**config.mk**
```make
export PLATFORM = sky130hd
export DESIGN_NAME = edge_enhance_coring_curve
export DESIGN_NICKNAME = d
export VERILOG_FILES = /design/src/eecc_pkg.sv /design/src/eecc_grad.sv /design/src/eecc_core.sv /design/src/eecc_clamp.sv /design/src/edge_enhance_coring_curve.sv
export SDC_FILE = /design/constraint.sdc
export NUM_CORES = 1
export LEC_CHECK = 0
export ABC_AREA = 1
export BUFFER_PORTS_ARGS = -buffer_cell sky130_fd_sc_hd__buf_2
export CAP_MARGIN = 30
export CORE_ASPECT_RATIO = 2
export CORE_MARGIN = 2
export CORE_UTILIZATION = 45
export DETAILED_ROUTE_END_ITERATION = 7
export GPL_TIMING_DRIVEN = 1
export PLACE_DENSITY_LB_ADDON = 0.12
export SLEW_MARGIN = 20
export SYNTH_ARGS = -nofsm -noshare
export SYNTH_HDL_FRONTEND = slang
export SYNTH_SLANG_ARGS = --single-unit
```
**constraint.sdc**
```tcl
create_clock -name clk -period 5.5 [get_ports clk]
set_clock_uncertainty 0.1 [all_clocks]
set_input_delay 1.65 -clock clk [delete_from_list [all_inputs] [get_ports clk]]
set_output_delay 1.65 -clock clk [all_outputs]
set_load 0.02 [all_outputs]
```
**src/eecc_pkg.sv**
```systemverilog
// ----------------------------------------------------------------------------
// eecc_pkg
// Shared types and constants of the edge enhancement and coring pipeline.
// ----------------------------------------------------------------------------
package eecc_pkg;

	localparam int CFG_W   = 8;
	localparam int INDEX_W = 3;
	localparam int EDGE_W  = 9;

	// register indexes of the configuration port
	typedef enum logic [INDEX_W-1:0] {
		REG_GAIN_HIGH      = 3'd0,
		REG_GAIN_MID       = 3'd1,
		REG_CORE_LOW       = 3'd2,
		REG_CORE_HIGH      = 3'd3,
		REG_LIMIT_NEGATIVE = 3'd4,
		REG_LIMIT_POSITIVE = 3'd5
	} reg_idx_t;

	localparam logic [CFG_W-1:0] GAIN_HIGH_RST      = 8'h40;
	localparam logic [CFG_W-1:0] GAIN_MID_RST       = 8'h60;
	localparam logic [CFG_W-1:0] CORE_LOW_RST       = 8'h05;
	localparam logic [CFG_W-1:0] CORE_HIGH_RST      = 8'h0f;
	localparam logic [CFG_W-1:0] LIMIT_NEGATIVE_RST = 8'h05;
	localparam logic [CFG_W-1:0] LIMIT_POSITIVE_RST = 8'hff;

	typedef struct packed {
		logic [CFG_W-1:0] gain_high;
		logic [CFG_W-1:0] gain_mid;
		logic [CFG_W-1:0] core_low;
		logic [CFG_W-1:0] core_high;
		logic [CFG_W-1:0] limit_negative;
		logic [CFG_W-1:0] limit_positive;
	} cfg_t;

	// control that travels alongside the data of a request
	typedef struct packed {
		logic valid;
		logic kill;      // non-green site in the last column, result is zero
		logic negative;  // centre below the ring average
	} ctl_t;

endpackage

```
**src/eecc_grad.sv**
```systemverilog
// ----------------------------------------------------------------------------
// eecc_grad
// Laplacian magnitude and sign: neighbour sum over two stages, then the
// absolute difference against eight times the centre, shifted right by 3.
// ----------------------------------------------------------------------------
module eecc_grad #(
	parameter int PIXEL_BITS = 10
) (
	input  logic                  clk,
	input  logic                  arst_n,
	input  logic                  in_valid,
	input  logic [PIXEL_BITS-1:0] center,
	input  logic [PIXEL_BITS-1:0] up_left,
	input  logic [PIXEL_BITS-1:0] up_mid,
	input  logic [PIXEL_BITS-1:0] up_right,
	input  logic [PIXEL_BITS-1:0] mid_left,
	input  logic [PIXEL_BITS-1:0] mid_right,
	input  logic [PIXEL_BITS-1:0] down_left,
	input  logic [PIXEL_BITS-1:0] down_mid,
	input  logic [PIXEL_BITS-1:0] down_right,
	input  logic                  green_site,
	input  logic                  last_column,
	output eecc_pkg::ctl_t        ctl_out,
	output logic [PIXEL_BITS-1:0] mag_out
);
	import eecc_pkg::*;

	localparam int PAIR_W = PIXEL_BITS + 1;
	localparam int SUM_W  = PIXEL_BITS + 3;

	ctl_t              ctl_s1, ctl_s2, ctl_s3;
	logic [PAIR_W-1:0] pair_s1 [4];
	logic [PIXEL_BITS-1:0] center_s1;
	logic [SUM_W-1:0]  ring_s2, centre8_s2;
	logic [PIXEL_BITS-1:0] mag_s3;

	logic              neg_d;
	logic [SUM_W-1:0]  absd_d;

	always_ff @(posedge clk or negedge arst_n) begin
		if (!arst_n) begin
			ctl_s1 <= '0;
			ctl_s2 <= '0;
			ctl_s3 <= '0;
		end else begin
			ctl_s1 <= '{valid: in_valid, kill: !green_site && last_column, negative: 1'b0};
			ctl_s2 <= ctl_s1;
			// stage 3: sign joins the control
			ctl_s3 <= '{valid: ctl_s2.valid, kill: ctl_s2.kill, negative: neg_d};
		end
	end

	always_comb begin
		neg_d = centre8_s2 < ring_s2;
		if (neg_d) begin
			absd_d = ring_s2 - centre8_s2;
		end else begin
			absd_d = centre8_s2 - ring_s2;
		end
	end

	always_ff @(posedge clk) begin
		// stage 1: pairwise neighbour sums
		pair_s1[0]      <= PAIR_W'(up_left) + PAIR_W'(up_mid);
		pair_s1[1]      <= PAIR_W'(up_right) + PAIR_W'(mid_left);
		pair_s1[2]      <= PAIR_W'(mid_right) + PAIR_W'(down_left);
		pair_s1[3]      <= PAIR_W'(down_mid) + PAIR_W'(down_right);
		center_s1       <= center;
		// stage 2: full ring sum
		ring_s2         <= (SUM_W'(pair_s1[0]) + SUM_W'(pair_s1[1]))
		                 + (SUM_W'(pair_s1[2]) + SUM_W'(pair_s1[3]));
		centre8_s2      <= {center_s1, 3'b000};
		// stage 3: sign and magnitude
		mag_s3          <= absd_d[SUM_W-1:3];
	end

	assign ctl_out = ctl_s3;
	assign mag_out = mag_s3;

endmodule

```
**src/eecc_core.sv**
```systemverilog
// ----------------------------------------------------------------------------
// eecc_core
// Coring band selection and gain multiply.
// ----------------------------------------------------------------------------
module eecc_core #(
	parameter int PIXEL_BITS = 10
) (
	input  logic                                  clk,
	input  logic                                  arst_n,
	input  eecc_pkg::cfg_t                        cfg,
	input  eecc_pkg::ctl_t                        ctl_in,
	input  logic [PIXEL_BITS-1:0]                 mag_in,
	output eecc_pkg::ctl_t                        ctl_out,
	output logic [PIXEL_BITS+eecc_pkg::CFG_W-1:0] prod_out
);
	import eecc_pkg::*;

	localparam int PROD_W = PIXEL_BITS + CFG_W;

	ctl_t                  ctl_s4, ctl_s5;
	logic [PIXEL_BITS-1:0] op_s4;
	logic [CFG_W-1:0]      gain_s4;
	logic [PROD_W-1:0]     prod_s5;

	logic [PIXEL_BITS-1:0] low_ext, high_ext, op_d;
	logic [CFG_W-1:0]      gain_d;

	assign low_ext  = PIXEL_BITS'(cfg.core_low);
	assign high_ext = PIXEL_BITS'(cfg.core_high);

	// crossed thresholds leave the mid band empty by the order of the tests
	always_comb begin
		priority if (mag_in > high_ext) begin
			op_d   = mag_in;
			gain_d = cfg.gain_high;
		end else if (mag_in > low_ext) begin
			op_d   = mag_in - low_ext;
			gain_d = cfg.gain_mid;
		end else begin
			op_d   = '0;
			gain_d = '0;
		end
	end

	always_ff @(posedge clk or negedge arst_n) begin
		if (!arst_n) begin
			ctl_s4 <= '0;
			ctl_s5 <= '0;
		end else begin
			ctl_s4 <= ctl_in;
			ctl_s5 <= ctl_s4;
		end
	end

	always_ff @(posedge clk) begin
		op_s4           <= op_d;
		gain_s4         <= gain_d;
		prod_s5         <= PROD_W'(op_s4) * PROD_W'(gain_s4);
	end

	assign ctl_out  = ctl_s5;
	assign prod_out = prod_s5;

endmodule

```
**src/eecc_clamp.sv**
```systemverilog
// ----------------------------------------------------------------------------
// eecc_clamp
// Scaling down with sign-aware floor rounding, limit clamp and output register.
// ----------------------------------------------------------------------------
module eecc_clamp #(
	parameter int PIXEL_BITS = 10
) (
	input  logic                                  clk,
	input  logic                                  arst_n,
	input  eecc_pkg::cfg_t                        cfg,
	input  eecc_pkg::ctl_t                        ctl_in,
	input  logic [PIXEL_BITS+eecc_pkg::CFG_W-1:0] prod_in,
	output logic                                  done,
	output logic signed [eecc_pkg::EDGE_W-1:0]    edge_value
);
	import eecc_pkg::*;

	localparam int PROD_W = PIXEL_BITS + CFG_W;
	localparam int Q_W    = PROD_W - 4;
	localparam int M_W    = Q_W - 1;

	logic [Q_W-1:0]   q_d;
	logic [Q_W:0]     q_up_d;
	logic [M_W-1:0]   m_d;
	logic [CFG_W-1:0] lim_d, mc_d;
	logic [EDGE_W-1:0] val_d;
	logic              done_s6;
	logic [EDGE_W-1:0] edge_s6;

	always_comb begin
		q_d    = prod_in[PROD_W-1:4];
		q_up_d = (Q_W+1)'(q_d) + (Q_W+1)'(3);
		// negative side rounds towards minus infinity
		if (ctl_in.negative) begin
			m_d   = q_up_d[Q_W:2];
			lim_d = cfg.limit_negative;
		end else begin
			m_d   = M_W'(q_d[Q_W-1:2]);
			lim_d = cfg.limit_positive;
		end
		if (m_d > M_W'(lim_d)) begin
			mc_d = lim_d;
		end else begin
			mc_d = m_d[CFG_W-1:0];
		end
		if (ctl_in.kill) begin
			val_d = '0;
		end else if (ctl_in.negative) begin
			val_d = -{1'b0, mc_d};
		end else begin
			val_d = {1'b0, mc_d};
		end
	end

	always_ff @(posedge clk or negedge arst_n) begin
		if (!arst_n) begin
			done_s6 <= 1'b0;
		end else begin
			done_s6 <= ctl_in.valid;
		end
	end

	always_ff @(posedge clk) begin
		edge_s6 <= val_d;
	end

	assign done       = done_s6;
	assign edge_value = edge_s6;

endmodule

```
**src/edge_enhance_coring_curve.sv**
```systemverilog
// ----------------------------------------------------------------------------
// edge_enhance_coring_curve
// Laplacian edge enhancement with coring curve on a green 5x5 window.
// ----------------------------------------------------------------------------
// One pixel request is taken on every clock where start is high; busy is
// always low. The result appears on edge_value with done high when the request
// has passed through the registered pipeline stages (pair sums, ring sum,
// magnitude, band select, gain multiply, round and clamp). The receiver
// cannot stall, and none is needed: the pipeline never holds. Registers may
// be written only when no request is in flight.
module edge_enhance_coring_curve #(
	parameter int PIXEL_BITS = 10
) (
	input  logic                               clk,
	input  logic                               arst_n,
	input  logic                               start,
	output logic                               busy,
	input  logic [PIXEL_BITS-1:0]              center,
	input  logic [PIXEL_BITS-1:0]              up_left,
	input  logic [PIXEL_BITS-1:0]              up_mid,
	input  logic [PIXEL_BITS-1:0]              up_right,
	input  logic [PIXEL_BITS-1:0]              mid_left,
	input  logic [PIXEL_BITS-1:0]              mid_right,
	input  logic [PIXEL_BITS-1:0]              down_left,
	input  logic [PIXEL_BITS-1:0]              down_mid,
	input  logic [PIXEL_BITS-1:0]              down_right,
	input  logic                               green_site,
	input  logic                               last_column,
	input  logic                               write_enable,
	input  logic [eecc_pkg::INDEX_W-1:0]       reg_index,
	input  logic [eecc_pkg::CFG_W-1:0]         write_data,
	output logic                               done,
	output logic signed [eecc_pkg::EDGE_W-1:0] edge_value
);
	import eecc_pkg::*;

	localparam int PROD_W = PIXEL_BITS + CFG_W;

	cfg_t                  cfg_q;
	ctl_t                  ctl_grad, ctl_core;
	logic [PIXEL_BITS-1:0] mag;
	logic [PROD_W-1:0]     prod;

	always_ff @(posedge clk or negedge arst_n) begin
		if (!arst_n) begin
			cfg_q.gain_high      <= GAIN_HIGH_RST;
			cfg_q.gain_mid       <= GAIN_MID_RST;
			cfg_q.core_low       <= CORE_LOW_RST;
			cfg_q.core_high      <= CORE_HIGH_RST;
			cfg_q.limit_negative <= LIMIT_NEGATIVE_RST;
			cfg_q.limit_positive <= LIMIT_POSITIVE_RST;
		end else if (write_enable) begin
			// unknown indexes are dropped
			unique case (reg_idx_t'(reg_index))
				REG_GAIN_HIGH:      cfg_q.gain_high      <= write_data;
				REG_GAIN_MID:       cfg_q.gain_mid       <= write_data;
				REG_CORE_LOW:       cfg_q.core_low       <= write_data;
				REG_CORE_HIGH:      cfg_q.core_high      <= write_data;
				REG_LIMIT_NEGATIVE: cfg_q.limit_negative <= write_data;
				REG_LIMIT_POSITIVE: cfg_q.limit_positive <= write_data;
				default: begin
				end
			endcase
		end
	end

	assign busy = 1'b0;

	eecc_grad #(
		.PIXEL_BITS(PIXEL_BITS)
	) u_grad (
		.clk        (clk),
		.arst_n     (arst_n),
		.in_valid   (start),
		.center     (center),
		.up_left    (up_left),
		.up_mid     (up_mid),
		.up_right   (up_right),
		.mid_left   (mid_left),
		.mid_right  (mid_right),
		.down_left  (down_left),
		.down_mid   (down_mid),
		.down_right (down_right),
		.green_site (green_site),
		.last_column(last_column),
		.ctl_out    (ctl_grad),
		.mag_out    (mag)
	);

	eecc_core #(
		.PIXEL_BITS(PIXEL_BITS)
	) u_core (
		.clk     (clk),
		.arst_n  (arst_n),
		.cfg     (cfg_q),
		.ctl_in  (ctl_grad),
		.mag_in  (mag),
		.ctl_out (ctl_core),
		.prod_out(prod)
	);

	eecc_clamp #(
		.PIXEL_BITS(PIXEL_BITS)
	) u_clamp (
		.clk       (clk),
		.arst_n    (arst_n),
		.cfg       (cfg_q),
		.ctl_in    (ctl_core),
		.prod_in   (prod),
		.done      (done),
		.edge_value(edge_value)
	);

endmodule

```
# == After elaboration in Yosys (flattened, before gate mapping) ==
# Memory sizes are Yosys's and may differ from the RTL's.
# Cells that the tools add are included.
# word_totals
ff_bits,150
latchBits,0
ramBits,44
rom_bits,0
input_bits,107
out_inout_bits,11
word_cells,72
memories,1
# op_classes
n_addsub,12
n_mul,1
n_div,0
order_cmp,4
eq_ne,5
shift,0
mux,9
bitwise,1
n_reduce_logical,10
# memory_table
memory,words,word_bits,rd,rd_ports_with_merged_regs,write_ports,line,source
u_grad.pair_s1,4,11,4,0,4,eecc_grad.sv:32,logic [PAIR_W-1:0] pair_s1 [4];
# op_table
operator,count
adder 10 x 10 -> 11 bit,4
2-to-1 mux 8 bit,5
2-to-1 mux 13 bit,2
subtractor 13 bit,2
adder 11 x 11 -> 12 bit,2
greater-than comparator 10 x 8 -> 1 bit,2
2-to-1 mux 10 bit,2
multiplier 10 x 8 -> 18 bit,1
"adder 14 x 2 -> 15 bit, second input constant",1
adder 13 bit,1
greater-than comparator 13 x 8 -> 1 bit,1
< comparator 13 bit,1
AND reduction 2 bit,6
subtractor 10 x 8 -> 10 bit,1
negator 8 -> 9 bit,1
"equality test 3 x 2 -> 1 bit, second input constant",2
"equality test 3 bit, second input constant",2
"equality test 3 x 1 -> 1 bit, second input constant",1
logical NOT 3 bit,1
OR reduction 2 bit,1
logical AND 1 bit,1
logical NOT 1 bit,1
NOT 1 bit,1

# == Longest topological paths before layout ==
# depth
word_depth,6
depth_mapped,28
depth_no_buf,27

# == Cells and area by module ==
# From an unflattened synthesis, not the netlist that was laid out.
# unflattened
cells_unflattened,1932
hier_area_um2,14375.0
# by_module_without_submodules
mod,n_inst,cells_each,area_each_um2,seq_area_each_um2
eecc_grad,1,891,6557.5,1916.8
eecc_core,1,652,4703.3,870.8
edge_enhance_coring_curve,1,219,1971.9,1224.9
eecc_clamp,1,170,1142.3,205.2

# == Least setup slack after synthesis ==
# No wires, ideal clock.
# synth_path
path_type,reg2reg
from,register u_core.gain_s4[6]
to,"register u_core.prod_s5[15], in the netlist u_core.prod_out[15]"
setup_ns,0.127
arrival_time_ns,4.131
required_ns,5.273
slack_ns,1.142
path_stages_with_launch,18
n_path_buf,1
period_less_slack_ns,4.358
path_cell_list,dfxtp_1 > clkbuf_1 > nand2_1 > inv_1 > fa_1 > fa_1 > fa_1 > inv_1 > fa_1 > inv_1 > ha_1 > a21oi_1 > o21ai_0 > o21bai_1 > a21o_1 > a21oi_1 > o21ai_0 > xor2_1
# synth_via
elab_chain_len,1
# synth_rtl
element,line,source
"start, declared",eecc_core.sv:22,logic [CFG_W-1:0] gain_s4;
"start signal, assigned",eecc_core.sv:57,gain_s4 <= gain_d;
multiplier 10 x 8 -> 18 bit,eecc_core.sv:58,prod_s5 <= PROD_W'(op_s4) * PROD_W'(gain_s4);
"end signal, assigned",eecc_core.sv:58,
"end, declared",eecc_core.sv:23,logic [PROD_W-1:0] prod_s5;
# Every way passes these cells.
# A chain may end at the register's enable or synchronous reset.

# == Worst setup path in the final report ==
# Ends and elaborated chain as after synthesis.

==> metrics <==
post-CTS setup buffers 0; Post-Synthesis Cells 1411; Worst-Margin Slew 596 ps; Final setup viols 0; PwrDens 693 nW/um2; Post-Syn Area 12200 um2; crit-path max cell delay 560 ps; Final Max Slew Viols 0; fin cells 1873; complex-gate fraction of the synthesized area 0.102; gpl congestion 0.844; P_sw 4.63 mW; Wirelength per Cell 15.1 um; Remaining DRCs 0; DP Area 13000 um2; worst path required time 5730 ps; DR top layer met4; status finished clean; Clock Tree Buf Depth 2; WHS 228 ps; Clock Sinks 190; Clk pwr share 0.130; Final min period 4680 ps; Reg power frac 0.238; ant diodes 0; initial antenna violation count 0; std cell rows 85; largest net degree at the start of global routing 46; Post-Synth Adder-Cell Area 0.259; final hold vios 0; syn_area_per_cell 8.62 um2; die area 28400 um2; max_cap viols 0; synthesis-stage register bit count 190; drt pass-1 iters 4; Placeable Area 26800 um2; H-tree depth 4; final period utilization 0.850; FMAX 214 MHz; fraction of layout cells with a size suffix above 1 0.130; Worst path slowest cell dfxtp_1; die height 236 um; GRT Total Usage 0.211; Reg area 4140 um2; # resized after CTS 0; 1st-iter DRT viols 242; TritonCTS clock tree built; switch share 0.491; first-pass GRT wire length 45700 um; crit-path most repeated cell fa_1; Area Overhead vs Synth 12.0%; crit path buf inv count 3; Crit Path Class reg -> reg; routed via count 9091; post-synthesis mux area share 0.00576; # IOs 118; nets@finish 1825; RSZ-0062 raised after global routing no; TritonCTS buffer count 17; met2 WL post-DR 17800 um; Post-Synth XOR/XNOR Area 0.0569; Internal 4.81 mW; CP startpoint kind register; Starting Density 0.454; Met1 Wirelength 8570 um; Yosys cell types 47; sequential area share after synthesis 0.340; Synth Net Count 1724; VDD IR max 0.286 mV; simple logic cell fraction of the synthesized area 0.137; setup_tns 0 ps; DR WL met3 735 um; Rel. slew slack 0.599; final std cell area, no fill 13600 um2; CP max FO 10; dpl hpwl 23900 um; Worst Setup End Kind register; critical path data arrival time 4910 ps; Placed Cells 1841; DRT antenna net count 0; total grt overflow 0; most common cell after layout, fill and taps aside nand2_1; Comb pwr share 0.632; IO Port Bufs 116; CP Cell Sequence nand2_1 -> inv_1 -> fa_1 -> fa_1 -> fa_1 -> inv_1 -> fa_1 -> inv_1 -> ha_1 -> a21oi_1 -> o21ai_0 -> o21bai_1 -> a21o_1 -> a21oi_1 -> o21ai_0 -> xor2_1; vias in the first global route 9709; Routed Wire Length 28400 um; die extent in x 120 um; most frequent cells in the layout 276 x nand2_1, 272 x inv_1, 130 x ha_1; Clock transition at path regs 70 ps; clk_lat worst skew 450 ps; # hold bufs at CTS 0; largest family of logic cells by synthesized area adder cells; CP top delay family adder cells; Leak 7.42 nW; YS warnings 0; Vias/cell 4.85; Root Buffer clkbuf_16; worst hold path type reg -> reg; area of the multi-input gates 6810 um2; fillers 2678
logic make-up after synthesis:
kind of cell	Yosys count
xor+xnor	79
other cells	1
compound gates	219
simple gates	394
fa+ha+maj	206
flops	190
buf+inv	315
mux	7
final timing paths:
kind	from	endpoint	slack, ps	depth (start not counted)
worst max-delay path	u_core.gain_s4[6]	u_core.prod_out[15]	820	16
worst min-delay path	u_grad.center_s1[3]	u_grad.centre8_s2[6]	230	0
worst max register to register	u_core.gain_s4[6]	u_core.prod_out[15]	820	16
worst min register to register	u_grad.center_s1[3]	u_grad.centre8_s2[6]	230	0
max in group asynchronous	arst_n	cfg_q[38]	3390	2
min in group asynchronous	arst_n	u_grad.ctl_s1[1]	1020	1
stage by stage:
stage / utilization / power (mW) / setup slack, ps
final: 0.508 / 9.44 / 825
after floorplan: - / 6.74 / 1140
after detailed placement: 0.486 / 8.33 / 808
after global placement: 0.486 / 8.20 / 915
after global routing: 0.508 / 10.5 / 564
after CTS: 0.508 / 9.59 / 809
Yosys cell counts, drive strengths merged:
cell	number	area, um2
a211oi	9	67.6
a21o	11	82.6
a21oi	72	360
a221o	1	10.0
a221oi	2	17.5
a22oi	9	67.6
a31o	1	8.76
a31oi	5	31.3
buf	6	45.0
clkbuf	30	113
conb	1	3.75
dfrtp	43	1080
dfstp	19	499
dfxtp	128	2560
fa	76	1520
ha	130	1630
inv	279	1050
mux2i	7	70.1
nand2	287	1130
nand3	33	175
nand3b	1	20.0
nand4	7	43.8
nor2	53	221
nor3	7	35.0
nor4	2	12.5
o21a	1	7.51
o21ai	94	474
o21bai	8	60.1
o221ai	2	17.5
o311ai	2	17.5
o31a	1	8.76
o31ai	1	7.51
or2	4	25.0
xnor2	28	245
xor2	51	447
final cells by class:
cell class	count	share of cell area
multi-input cells	906	0.501
flip-flops and latches	190	0.304
inverters	279	0.0771
repair buffers	118	0.0437
clock buffers	21	0.0331
well taps	348	0.0320
clock inverters	11	0.00956
worst register-to-register path: stages (launching register included):
cell,delay (ps)
dfxtp_1,560
nand2_1,90
inv_1,90
fa_1,460
fa_1,530
fa_1,540
inv_1,60
fa_1,530
inv_1,40
ha_1,350
a21oi_1,210
o21ai_0,110
o21bai_1,200
a21o_1,190
a21oi_1,200
o21ai_0,130
xor2_1,160
flip-flops by register name, summed over array words and instances (netlist names), 3 cells and up:
name                cells
u_core.ctl_s4           3
cfg_q                  48
u_clamp.edge_value      9
u_core.prod_out        14
u_grad.mag_out         10
u_grad.center_s1       10
u_core.op_s4           10
u_grad.ring_s2         13
u_grad.pair_s1         44
u_grad.centre8_s2      10
u_core.ctl_out          3
u_grad.ctl_out          3
u_core.gain_s4          8
layer usage:
metal	track usage	vias to the layer above
met4	0.101	0
li1	-	4611
met3	0.0364	61
met2	0.466	152
met1	0.161	4267
met5	0	-
power groups by stage:
stage | Clock, mW | Sequential (mW) | Combinational [mW]
3_5_place_dp | 0 | 2.29 | 6.05
6_report | 1.22 | 2.25 | 5.97
3_3_place_gp | 0 | 2.27 | 5.93
4_1_cts | 1.26 | 2.26 | 6.07
2_1_floorplan | 0 | 2.09 | 4.65
5_1_grt | 1.31 | 2.31 | 6.85
Note: power is estimated with default switching activity, not from simulation.
